`src/rtl/core/alu8_pkg.sv`:
```
// Package for the 8-bit ALU: operation codes, request/response types and the datapath function.
`default_nettype none

package alu8_pkg;

  typedef enum logic [4:0] {
    ACT_ADD  = 5'd0,
    ACT_ADC  = 5'd1,
    ACT_SUB  = 5'd2,
    ACT_SBC  = 5'd3,
    ACT_AND  = 5'd4,
    ACT_XOR  = 5'd5,
    ACT_OR   = 5'd6,
    ACT_CP   = 5'd7,
    ACT_RLC  = 5'd8,
    ACT_RRC  = 5'd9,
    ACT_RL   = 5'd10,
    ACT_RR   = 5'd11,
    ACT_SLA  = 5'd12,
    ACT_SRA  = 5'd13,
    ACT_SWAP = 5'd14,
    ACT_SRL  = 5'd15,
    ACT_BIT  = 5'd16,
    ACT_RES  = 5'd17,
    ACT_SET  = 5'd18,
    ACT_DAA  = 5'd19,
    ACT_CPL  = 5'd20,
    ACT_SCF  = 5'd21,
    ACT_CCF  = 5'd22,
    ACT_RLCA = 5'd23,
    ACT_RRCA = 5'd24,
    ACT_RLA  = 5'd25,
    ACT_RRA  = 5'd26,
    ACT_INC  = 5'd27,
    ACT_DEC  = 5'd28
  } action_t;

  // decimal adjust constants
  localparam logic [8:0] DAA_HIGH_LIMIT = 9'h09F;
  localparam logic [7:0] DAA_HIGH_ADJ   = 8'h60;
  localparam logic [7:0] DAA_LOW_ADJ    = 8'h06;
  localparam logic [3:0] DAA_LOW_LIMIT  = 4'd9;

  typedef struct packed {
    logic [4:0] action;
    logic [7:0] accumulator;
    logic [7:0] operand;
    logic [2:0] bit_index;
    logic       z;
    logic       n;
    logic       h;
    logic       c;
  } alu_req_t;

  typedef struct packed {
    logic [7:0] result;
    logic       write_result;
    logic       z;
    logic       n;
    logic       h;
    logic       c;
  } alu_rsp_t;

  function automatic alu_rsp_t alu_eval(input alu_req_t req);
    alu_rsp_t   rsp;
    logic [7:0] a;
    logic [7:0] v;
    logic       t;
    logic [8:0] wide;
    logic [4:0] nib;
    logic [8:0] daa;
    logic       setz;
    a    = req.accumulator;
    v    = req.operand;
    t    = 1'b0;
    wide = 9'd0;
    nib  = 5'd0;
    daa  = 9'd0;
    setz = 1'b1;
    rsp.result       = a;
    rsp.write_result = 1'b1;
    rsp.z            = req.z;
    rsp.n            = req.n;
    rsp.h            = req.h;
    rsp.c            = req.c;
    case (req.action)
      ACT_ADD, ACT_ADC: begin
        t    = (req.action == ACT_ADC) ? req.c : 1'b0;
        wide = {1'b0, a} + {1'b0, v} + {8'd0, t};
        nib  = {1'b0, a[3:0]} + {1'b0, v[3:0]} + {4'd0, t};
        rsp.result = wide[7:0];
        rsp.c = wide[8];
        rsp.h = nib[4];
        rsp.n = 1'b0;
      end
      ACT_SUB, ACT_SBC, ACT_CP: begin
        t    = (req.action == ACT_SBC) ? req.c : 1'b0;
        wide = {1'b0, a} - {1'b0, v} - {8'd0, t};
        nib  = {1'b0, a[3:0]} - {1'b0, v[3:0]} - {4'd0, t};
        rsp.result = wide[7:0];
        rsp.c = wide[8];   // borrow
        rsp.h = nib[4];
        rsp.n = 1'b1;
        if (req.action == ACT_CP) begin
          rsp.write_result = 1'b0;
        end
      end
      ACT_AND: begin
        rsp.result = a & v;
        rsp.n = 1'b0;
        rsp.h = 1'b1;
        rsp.c = 1'b0;
      end
      ACT_XOR: begin
        rsp.result = a ^ v;
        rsp.n = 1'b0;
        rsp.h = 1'b0;
        rsp.c = 1'b0;
      end
      ACT_OR: begin
        rsp.result = a | v;
        rsp.n = 1'b0;
        rsp.h = 1'b0;
        rsp.c = 1'b0;
      end
      ACT_RLC: begin
        rsp.result = {v[6:0], v[7]};
        rsp.c = v[7];
        rsp.n = 1'b0;
        rsp.h = 1'b0;
      end
      ACT_RRC: begin
        rsp.result = {v[0], v[7:1]};
        rsp.c = v[0];
        rsp.n = 1'b0;
        rsp.h = 1'b0;
      end
      ACT_RL: begin
        rsp.result = {v[6:0], req.c};
        rsp.c = v[7];
        rsp.n = 1'b0;
        rsp.h = 1'b0;
      end
      ACT_RR: begin
        rsp.result = {req.c, v[7:1]};
        rsp.c = v[0];
        rsp.n = 1'b0;
        rsp.h = 1'b0;
      end
      ACT_SLA: begin
        rsp.result = {v[6:0], 1'b0};
        rsp.c = v[7];
        rsp.n = 1'b0;
        rsp.h = 1'b0;
      end
      ACT_SRA: begin
        rsp.result = {v[7], v[7:1]};
        rsp.c = v[0];
        rsp.n = 1'b0;
        rsp.h = 1'b0;
      end
      ACT_SWAP: begin
        rsp.result = {v[3:0], v[7:4]};
        rsp.c = 1'b0;
        rsp.n = 1'b0;
        rsp.h = 1'b0;
      end
      ACT_SRL: begin
        rsp.result = {1'b0, v[7:1]};
        rsp.c = v[0];
        rsp.n = 1'b0;
        rsp.h = 1'b0;
      end
      ACT_BIT: begin
        rsp.result = v;
        rsp.write_result = 1'b0;
        setz  = 1'b0;
        rsp.z = ~v[req.bit_index];
        rsp.n = 1'b0;
        rsp.h = 1'b1;
      end
      ACT_RES: begin
        rsp.result = v & ~(8'd1 << req.bit_index);
        setz = 1'b0;
      end
      ACT_SET: begin
        rsp.result = v | (8'd1 << req.bit_index);
        setz = 1'b0;
      end
      ACT_DAA: begin
        daa = {1'b0, a};
        if (req.n) begin
          if (req.h) begin
            daa = {1'b0, daa[7:0] - DAA_LOW_ADJ};
          end
          if (req.c) begin
            daa = {1'b0, daa[7:0] - DAA_HIGH_ADJ};
          end
        end else begin
          if (req.h || (daa[3:0] > DAA_LOW_LIMIT)) begin
            daa = daa + {1'b0, DAA_LOW_ADJ};
          end
          if (req.c || (daa > DAA_HIGH_LIMIT)) begin
            daa = daa + {1'b0, DAA_HIGH_ADJ};
          end
        end
        rsp.result = daa[7:0];
        rsp.c = req.c | daa[8];
        rsp.h = 1'b0;
      end
      ACT_CPL: begin
        rsp.result = ~a;
        rsp.n = 1'b1;
        rsp.h = 1'b1;
        setz  = 1'b0;
      end
      ACT_SCF: begin
        rsp.c = 1'b1;
        rsp.n = 1'b0;
        rsp.h = 1'b0;
        setz  = 1'b0;
      end
      ACT_CCF: begin
        rsp.c = ~req.c;
        rsp.n = 1'b0;
        rsp.h = 1'b0;
        setz  = 1'b0;
      end
      ACT_RLCA: begin
        rsp.result = {a[6:0], a[7]};
        rsp.c = a[7];
        rsp.z = 1'b0;
        rsp.n = 1'b0;
        rsp.h = 1'b0;
        setz  = 1'b0;
      end
      ACT_RRCA: begin
        rsp.result = {a[0], a[7:1]};
        rsp.c = a[0];
        rsp.z = 1'b0;
        rsp.n = 1'b0;
        rsp.h = 1'b0;
        setz  = 1'b0;
      end
      ACT_RLA: begin
        rsp.result = {a[6:0], req.c};
        rsp.c = a[7];
        rsp.z = 1'b0;
        rsp.n = 1'b0;
        rsp.h = 1'b0;
        setz  = 1'b0;
      end
      ACT_RRA: begin
        rsp.result = {req.c, a[7:1]};
        rsp.c = a[0];
        rsp.z = 1'b0;
        rsp.n = 1'b0;
        rsp.h = 1'b0;
        setz  = 1'b0;
      end
      ACT_INC: begin
        rsp.result = v + 8'd1;
        rsp.h = (v[3:0] == 4'hF);
        rsp.n = 1'b0;
      end
      ACT_DEC: begin
        rsp.result = v - 8'd1;
        rsp.h = (v[3:0] == 4'h0);
        rsp.n = 1'b1;
      end
      default: begin
        // undefined codes: no store, flags untouched
        rsp.write_result = 1'b0;
        setz = 1'b0;
      end
    endcase
    if (setz) begin
      rsp.z = (rsp.result == 8'd0);
    end
    return rsp;
  endfunction

endpackage

`default_nettype wire

```
`src/rtl/core/cpu_eight_bit_alu_with_flags_unit.sv`:
```
// Top level of the 8-bit ALU with flags: request register, datapath, result register.
`default_nettype none

// 8-bit ALU with flags. Each request carries an operation code, the
// accumulator, a second operand, a bit index and the four incoming flags
// (zero, subtract, half carry, carry); each request yields exactly one
// response with the result byte, a store enable (low for compare, bit test
// and undefined codes) and the four new flags. Throughput is one request
// per clock while out_ready stays high. The request register loads at the
// accepting edge and the result register loads from it when the output can
// advance; out_valid then holds the response until out_ready takes it. The
// whole datapath (9-bit add/subtract plus decimal-adjust and flag
// muxing) sits between the two registers. Both stages advance
// independently, so a request is still taken while a finished response
// waits on out_ready; input stalls only when both stages are full and the
// output is held. No configuration, no internal state beyond the pipeline.

module cpu_eight_bit_alu_with_flags_unit (
  input  wire logic       clk,
  input  wire logic       rst,
  // request channel
  input  wire logic       in_valid,
  output logic            in_ready,
  input  wire logic [4:0] action,
  input  wire logic [7:0] accumulator,
  input  wire logic [7:0] operand,
  input  wire logic [2:0] bit_index,
  input  wire logic       zero_in,
  input  wire logic       subtract_in,
  input  wire logic       half_carry_in,
  input  wire logic       carry_in,
  // response channel
  output logic            out_valid,
  input  wire logic       out_ready,
  output logic [7:0]      result,
  output logic            write_result,
  output logic            zero_out,
  output logic            subtract_out,
  output logic            half_carry_out,
  output logic            carry_out
);

  // stage 1: captured request
  alu8_pkg::alu_req_t req;
  logic               req_valid;

  // stage 2: registered response
  alu8_pkg::alu_rsp_t rsp;
  alu8_pkg::alu_rsp_t rsp_next;

  logic advance;  // stage 1 may move into the result register

  assign advance  = !out_valid || out_ready;
  assign in_ready = !req_valid || advance;

  // all ALU work happens here, between the two registers
  assign rsp_next = alu8_pkg::alu_eval(req);

  // control
  always_ff @(posedge clk) begin
    if (rst) begin
      req_valid <= 1'b0;
      out_valid <= 1'b0;
    end else begin
      if (in_ready) begin
        req_valid <= in_valid;
      end
      if (advance) begin
        out_valid <= req_valid;
      end
    end
  end

  // payload, no reset needed
  always_ff @(posedge clk) begin
    if (in_valid && in_ready) begin
      req.action      <= action;
      req.accumulator <= accumulator;
      req.operand     <= operand;
      req.bit_index   <= bit_index;
      req.z           <= zero_in;
      req.n           <= subtract_in;
      req.h           <= half_carry_in;
      req.c           <= carry_in;
    end
    if (advance && req_valid) begin
      rsp <= rsp_next;
    end
  end

  assign result         = rsp.result;
  assign write_result   = rsp.write_result;
  assign zero_out       = rsp.z;
  assign subtract_out   = rsp.n;
  assign half_carry_out = rsp.h;
  assign carry_out      = rsp.c;

`ifndef NO_ASSERTIONS
  // a held response must keep the captured request parked in stage 1
  a_stage1_holds: assert property (@(posedge clk) disable iff (rst)
    req_valid && out_valid && !out_ready |=> req_valid)
    else $error("request lost while response stalled");

  // full pipeline with stalled output must not take a new request
  a_no_overrun: assert property (@(posedge clk) disable iff (rst)
    req_valid && out_valid && !out_ready |-> !in_ready)
    else $error("request accepted into full pipeline");

  // a ready stage 1 request always lands in the result register
  a_stage1_moves: assert property (@(posedge clk) disable iff (rst)
    req_valid && advance |=> out_valid)
    else $error("request dropped between stages");
`endif

endmodule

`default_nettype wire
```
`config.mk`:
```
export PLATFORM = sky130hd
export DESIGN_NAME = cpu_eight_bit_alu_with_flags_unit
export DESIGN_NICKNAME = d
export VERILOG_FILES = /design/src/rtl/core/alu8_pkg.sv /design/src/rtl/core/cpu_eight_bit_alu_with_flags_unit.sv
export SDC_FILE = /design/constraint.sdc
export NUM_CORES = 1
export LEC_CHECK = 0
export ABC_AREA = 1
export ABC_CLOCK_PERIOD_IN_PS = 4250
export BUFFER_PORTS_ARGS = -buffer_cell sky130_fd_sc_hd__buf_2
export CAP_MARGIN = 5
export CORE_MARGIN = 2
export CORE_UTILIZATION = 40
export CTS_BUF_LIST = sky130_fd_sc_hd__clkbuf_8
export CTS_CLUSTER_DIAMETER = 200
export DETAILED_ROUTE_END_ITERATION = 12
export PLACE_DENSITY_LB_ADDON = 0.3
export SETUP_SLACK_MARGIN = 0.05
export SLEW_MARGIN = 25
export SYNTH_ARGS = -nofsm -noshare
export SYNTH_HDL_FRONTEND = slang
export SYNTH_SLANG_ARGS = --single-unit
```
`constraint.sdc`:
```
create_clock -name clk -period 4.25 [get_ports clk]
set_input_delay 0.85 -clock clk [delete_from_list [all_inputs] [get_ports clk]]
set_output_delay 0.85 -clock clk [all_outputs]
set_load 0.05 [all_outputs]
```
== Word-level counts from Yosys, hierarchy flattened ==
Cells that the tools add are included.

* $add $sub $neg: 14
* Magnitude comparators: 3
* Equal/unequal tests: 29
* Shift operators: 1
* Mux-type cells: 23
* Bitwise gates (word level): 10
* Reductions and logical operators: 25

{| class="wikitable"
|+ Operators by type and width
! kind !! number
|-
| $pmux W8 S24 || 1
|-
| $mux W9 || 9
|-
| $eq A5 B5 Y1 const B || 13
|-
| $eq A5 B4 Y1 const B || 8
|-
| $reduce_or A25 Y1 || 1
|-
| $reduce_or A21 Y1 || 1
|-
| $eq A5 B3 Y1 const B || 4
|-
| $reduce_or A19 Y1 || 1
|-
| $reduce_or A17 Y1 || 1
|-
| $and A8 B8 Y8 || 2
|-
| $not A8 Y8 || 2
|-
| $or A8 B8 Y8 || 2
|-
| $reduce_or A4 Y1 || 3
|-
| $eq A5 B2 Y1 const B || 2
|-
| $pmux W1 S10 || 1
|-
| $add A8 B3 Y9 const B || 1
|-
| $add A8 B8 Y9 || 1
|-
| $add A9 B1 Y9 || 1
|-
| $add A9 B7 Y9 const B || 1
|-
| $gt A9 B8 Y1 const B || 1
|-
| $reduce_or A3 Y1 || 3
|-
| $sub A8 B8 Y9 || 1
|-
| $sub A9 B1 Y9 || 1
|-
| $add A8 B1 Y8 const B || 1
|-
| 28 further kinds || 43
|}

* Register bits: 43
* Input port bits: 32
* Output and inout bits: 15
* Logic and storage cells: 121

== Logic depth before layout (Yosys ltp) ==
Gate-level depths: netlist (run 1).

* Depth in word-level cells: 13
* Gate-level depth with buffers: 19
* Mapped depth without buffers: 19

== Worst setup path after synthesis (run 1) ==
OpenSTA, ideal clock, no wires.

* Path kind: flip-flop to flip-flop
* Start: reg req[7] (netlist bit)
* End: reg rsp, in the netlist zero_out (data pin)
* Library setup time: 130 ps
* Data arrival time: 2,917 ps
* Data required time: 4,120 ps
* Slack: 1,203 ps
* Stages on the path, launching flop included: 15
* Path buffers: 1
* Period minus slack after synthesis: 3,047 ps
* Path through: edfxtp_1 clkbuf_1 inv_1 fa_1 fa_1 or2_2 a21oi_1 nand2_1 nand3_1 nand2_1 nor3_1 nand4_1 nor2_1 nand4_1 nand2_1

{| class="wikitable"
|+ RTL lines
! what !! line !! RTL
|-
| start, declared || cpu_eight_bit_alu_with_flags_unit.sv:44 || <nowiki>alu8_pkg::alu_req_t req;</nowiki>
|-
| end signal, assigned || cpu_eight_bit_alu_with_flags_unit.sv:87 || <nowiki>rsp <= rsp_next;</nowiki>
|-
| end, declared || cpu_eight_bit_alu_with_flags_unit.sv:48 || <nowiki>alu8_pkg::alu_rsp_t rsp;</nowiki>
|}

==> results.cfg, run 1 <==
[yosys]
synth_cells = 804
synthFlopType = edfxtp_1
ys_async_sr_fraction = 0
synth_edf_count = 41
avgSynthCellArea_um2 = 6.245
synth_seq_area_share = 0.2532
yosys_warnings = 0
netlist_area_um2 = 5021
synthDistinctLibCells = 36
synth-seq-cells = 43
syn-num-nets = 873

[die]
dieArea_um2 = 13470
rows = 40
fp.dieW_um = 116.0
start_util = 0.4146
die_h_um = 116.0
core-area_um2 = 12110
pin_count = 47

[min_path]
min_from = req_valid$_SDFFE_PP0N_
hold_path_class = register to register

[timing]
setup_ws_ps = 612.9
min_period_over_period = 0.8558
finalSetupTns_ps = 0
max_freq_mhz = 274.9
finalSetupViolCount = 0
fin_crit_ps = 3637
rsz0062_at_grt = no
fin_skew_ps = 19.83
tightestPinTransition_ps = 779.7
fin_hold_ws_ps = 510.2
relSlewSlack = 0.4783
hold_violations = 0
maxSlewViolCount = 0

[detailed_routing]
dr.pass1.iters = 6
drtIter0Drc = 722
vias_per_cell = 5.591
wl_per_cell_um = 18.56
route.antenna.remaining_nets = 0
wirelength_um = 18840
vias = 5675
drc = 0

[clocking]
tritoncts = yes
htree_levels = 2
cts_setup_buffers = 0
cts_resized = 0
cts.sinks = 43
insertion_delay_ps = 340
cts_root_buf = clkbuf_8
clk_pin_slew_ps = 110
postCtsHoldBufs = 0
cts_buffers = 5
clock_path_buffers = 2

[global_routing]
antenna_found_initial = 0
grt_pass1_wl_um = 29110
overflow = 0
grt_pass1_vias = 5208
grt_start_max_net_pins = 29
grt_usage = 0.2904

[pwr]
peakVddDrop_uv = 179.7
p_leak_uw = 0.002821
p_per_area_nw_per_um2 = 246.4

[finish]
syn_to_final_growth_pct = 10.09
drive_gt1_frac = 0.1051
postLayoutCoreUtil = 0.4564
multi_input_comb_area_um2 = 3251
n_antenna_cell = 0
nets = 915
nFillCells = 1326
regArea_um2 = 1271

[worst_setup_path]
r2r_cells = 14
crit_buf_inv = 0
r2r_slack_ps = 610
slowest_delay_ps = 500
cp_cell_sequence = nor2_2 -> nand4_1 -> fa_1 -> fa_1 -> or2_2 -> a21oi_1 -> nand2_1 -> nand3_1 -> nand2_1 -> nor3_1 -> nand4_1 -> nor2_1 -> nand4_1 -> nand2_1
crit_required_ps = 4450
crit_arrival_ps = 3840
crit_start = req[26]$_DFFE_PP_
startpoint_type = register
r2r-end = zero_out$_DFFE_PP_
critical-path-top-delay-family = simple AND/OR/NAND/NOR gates
criticalPathCategory = register to register
slowest_stage = edfxtp_1
worstSetupEndpointType = register
cp-endpoint = zero_out$_DFFE_PP_
crit_cells = 14
rr_startpoint = req[26]$_DFFE_PP_
crit_path_max_fanout = 8

[outcome]
status = finished clean

[place]
dp_hpwl_um = 14470
port_buffers = 46
gp_congestion = 1.034
pre_cts_ws_ps = 770.8

[flow_run]
maxCapViolations = 0
[metrics by stage]
step                instances  instance area, um2  power, uW
floorplan                 804                5021      902.4
global placement         1007                5431       1051
detailed placement       1007                5435       1053
CTS                      1015                5528       1353
global route             1015                5528       1438
finish                   1015                5528       1362
[routing by layer]
layer / global-route usage / vias up / part of all wire
li1: - / 2747 / -
met1: 0.3983 / 2514 / 0.43
met2: 0.4402 / 356 / 0.42
met3: 0.06695 / 58 / 0.10
met4: 0.1230 / 0 / 0.045
met5: 0 / - / 0
[final cells by class]
| cell class | count | area share |
|---|---|---|
| timing repair buffer | 57 | 0.05659 |
| tap | 168 | 0.03803 |
| clock inverter | 3 | 0.004301 |
| multi-input combinational | 635 | 0.5880 |
| clock buffer | 5 | 0.01245 |
| inverter | 104 | 0.07062 |
| sequential | 43 | 0.2300 |
[logic make-up after synthesis]
kind of cell | after synthesis | share of synthesized area
compound gates | 96 | 0.1064
xor+xnor | 8 | 0.01396
fa+ha+maj | 37 | 0.09968
buf+inv | 126 | 0.1002
flops | 43 | 0.2532
simple gates | 494 | 0.4266
[Yosys cell counts (all sizes together) (3+ instances only)]
cell type / count / area share
nor2: 102 / 0.083
nand4: 26 / 0.032
xor2: 5 / 0.0087
o211ai: 4 / 0.0060
nor3: 13 / 0.013
nand2: 241 / 0.18
nand3: 103 / 0.11
or2: 5 / 0.0062
ha: 32 / 0.080
o22ai: 8 / 0.010
clkbuf: 8 / 0.0060
fa: 5 / 0.020
a21oi: 31 / 0.031
edfxtp: 41 / 0.25
inv: 104 / 0.078
o2111ai: 3 / 0.0052
o21ai: 41 / 0.041
xnor2: 3 / 0.0052
buf: 14 / 0.016
[placed cells by master (no fill, tap or decap), types with 4 or more instances in the layout]
cell type / netlist / layout
edfxtp_1: 41 / 41
ha_1: 32 / 32
or2_2: 5 / 5
nor3_1: 13 / 13
nor2_2: 7 / 7
buf_4: 5 / 11
buf_2: 9 / 46
fa_1: 5 / 5
nand3_1: 100 / 100
inv_2: 4 / 4
xor2_1: 5 / 5
nand2_1: 239 / 239
nor2_1: 93 / 93
inv_1: 100 / 100
a21oi_1: 31 / 30
clkbuf_8: 0 / 5
o22ai_1: 8 / 8
nand4_1: 26 / 26
o211ai_1: 4 / 4
o21ai_0: 41 / 41
[worst reg2reg max path: cells and delay by family (launching register included)]
| kind | cells | cell delay [ps] |
|---|---|---|
| AO/OA/AOI/OAI | 1 | 240 |
| adder cells (fa/ha/maj) | 2 | 950 |
| flip-flops | 1 | 500 |
| AND/OR/NAND/NOR | 11 | 1820 |
[worst min path at each step]
stage	cells past startpoint	to
2_1_floorplan	2	out_valid$_SDFFE_PP0P_
3_3_place_gp	2	out_valid$_SDFFE_PP0P_
3_5_place_dp	2	out_valid$_SDFFE_PP0P_
4_1_cts	2	out_valid$_SDFFE_PP0P_
5_1_grt	2	out_valid$_SDFFE_PP0P_
6_report	2	out_valid$_SDFFE_PP0P_
[registers in the layout, indices dropped and copies added, names as in the netlist]
register / count
req: 28
result: 8
carry_out: 1
half_carry_out: 1
out_valid: 1
req_valid: 1
subtract_out: 1
write_result: 1
zero_out: 1
[report_power, final]
group | leakage, uW | switching (uW) | internal (uW)
clock network | 0.0000408 | 185 | 118
logic | 0.00237 | 363 | 158
registers | 0.000412 | 35.2 | 503
Note: power is estimated with default switching activity, not from simulation.
==> inputs of run 2 (changes only) <==
--- a/config.mk
+++ b/config.mk
@@ -10,7 +10,7 @@
 export BUFFER_PORTS_ARGS = -buffer_cell sky130_fd_sc_hd__buf_2
 export CAP_MARGIN = 5
 export CORE_MARGIN = 2
-export CORE_UTILIZATION = 40
+export CORE_UTILIZATION = 45
 export CTS_BUF_LIST = sky130_fd_sc_hd__clkbuf_8
 export CTS_CLUSTER_DIAMETER = 200
 export DETAILED_ROUTE_END_ITERATION = 12
==> results.cfg, run 2 (synthesis results as in run 1) <==
[timing]
max_freq_mhz = 277.0
min_period_over_period = 0.8494
rsz0062_at_grt = no
fin_crit_ps = 3610
finalSetupViolCount = 0
hold_violations = 0
finalSetupTns_ps = 0
tightestPinTransition_ps = 799.7
relSlewSlack = 0.4649
maxSlewViolCount = 0
fin_skew_ps = 14.95

[detailed_routing]
wirelength_um = 18090
vias_per_cell = 5.858
route.antenna.remaining_nets = 0
drtIter0Drc = 714
dr.pass1.iters = 6
vias = 5782
wl_per_cell_um = 18.33
drc = 0

[worst_setup_path]
r2r-end = zero_out$_DFFE_PP_
startpoint_type = register
r2r_cells = 18
rr_startpoint = req[23]$_DFFE_PP_
worstSetupEndpointType = register
crit_required_ps = 4450
r2r_slack_ps = 640
criticalPathCategory = register to register
crit_start = req[23]$_DFFE_PP_
crit_path_max_fanout = 9
crit_arrival_ps = 3810

[finish]
layout_commonest_cell = nand2_1
postLayoutCoreUtil = 0.5093
finalNonFillerCells = 987
n_antenna_cell = 0
largest_reg_flops = 28
final_area_um2 = 5522
nets = 915
regMostFlops = req
syn_to_final_growth_pct = 9.968
nFillCells = 1182
final_cell_mix = nand2_1, inv_1, nand3_1
drive_gt1_frac = 0.1051

[min_path]
whs_endpoint = out_valid$_SDFFE_PP0P_
hold_path_class = register to register
min_from = req_valid$_SDFFE_PP0N_
hold_path_depth = 2

[global_routing]
antenna_found_initial = 0
grt_usage = 0.3127
grt_pass1_wl_um = 27880
grt_pass1_vias = 5222
overflow = 0
grt_start_max_net_pins = 29

[clocking]
clock_path_buffers = 2
postCtsHoldBufs = 0
tritoncts = yes
htree_levels = 2
cts_resized = 0
clk_pin_slew_ps = 90
cts_root_buf = clkbuf_8
cts.sinks = 43
cts_setup_buffers = 0
insertion_delay_ps = 320
cts_buffers = 5

[die]
dieArea_um2 = 12020
fp.dieW_um = 109.6
rows = 38
core-area_um2 = 10840
start_util = 0.4632
pin_count = 47
die_h_um = 109.6

[pwr]
p_clk_frac = 0.253
p_int_uw = 855.4
seqPwrFrac = 0.379
swShare = 0.3962
p_leak_uw = 0.002843
p_per_area_nw_per_um2 = 256.6
p_total_uw = 1417
peakVddDrop_uv = 136.1
combPwrFrac = 0.368
p_sw_uw = 561.4

[place]
gp_congestion = 1.108
dp.cells = 979
placed_cell_area_um2 = 5400
dp_hpwl_um = 13820
port_buffers = 46

[flow_run]
maxCapViolations = 0

[outcome]
status = finished clean
[run 2: routing by layer]
layer,part of all wire,up-vias,track usage
li1,-,2741,-
met1,0.41,2572,0.4152
met4,0.048,0,0.1465
met5,0,-,0
met3,0.13,75,0.07350
met2,0.42,394,0.4797
[run 2: worst max-delay path by stage]
stage                     depth (start not counted)  slack [ps]                  to
after floorplan                                  14        1200  zero_out$_DFFE_PP_
after global placement                           14         840  zero_out$_DFFE_PP_
after detailed placement                         14         740  zero_out$_DFFE_PP_
after CTS                                        14         720  zero_out$_DFFE_PP_
after global routing                             14         380  zero_out$_DFFE_PP_
final                                            18         640  zero_out$_DFFE_PP_
[run 2: cell type report]
type / count / area [um2] / area share
multi-input cells: 635 / 3251 / 0.5887
flip-flops and latches: 43 / 1271 / 0.2302
inverters: 104 / 390.4 / 0.07070
repair buffers: 57 / 312.8 / 0.05665
well taps: 140 / 175.2 / 0.03172
clock buffers: 6 / 82.58 / 0.01496
clock inverters: 2 / 38.79 / 0.007025
[run 2: power groups by stage]
| stage | Combinational (uW) | Clock, uW | Sequential, uW |
|---|---|---|---|
| CTS | 505 | 366 | 536 |
| global route | 575 | 383 | 540 |
| global placement | 499 | 0 | 545 |
| finish | 522 | 359 | 536 |
| detailed placement | 503 | 0 | 545 |
| floorplan | 332 | 0 | 570 |
[run 2: worst max-delay path, cell delays in order, from the launching register on]
cell,delay (ps)
edfxtp_1,530
inv_2,90
nor2_2,370
nand2_1,100
nor3_1,340
fa_1,330
inv_1,70
fa_1,420
o21ai_0,170
nand2_1,80
nand2_1,90
nand2_1,50
a21oi_1,120
a21oi_1,60
nor3_1,240
nand4_1,130
nor2_1,130
nand4_1,90
nand2_1,70
[run 2: metrics by stage]
stage | hold slack (ps) | setup WS [ps]
2_1_floorplan | 445.1 | 1203
6_report | 502.5 | 640.1
3_5_place_dp | 492.5 | 742.4
5_1_grt | 527.6 | 379.8
3_3_place_gp | 462.9 | 835.4
4_1_cts | 507.9 | 719.8
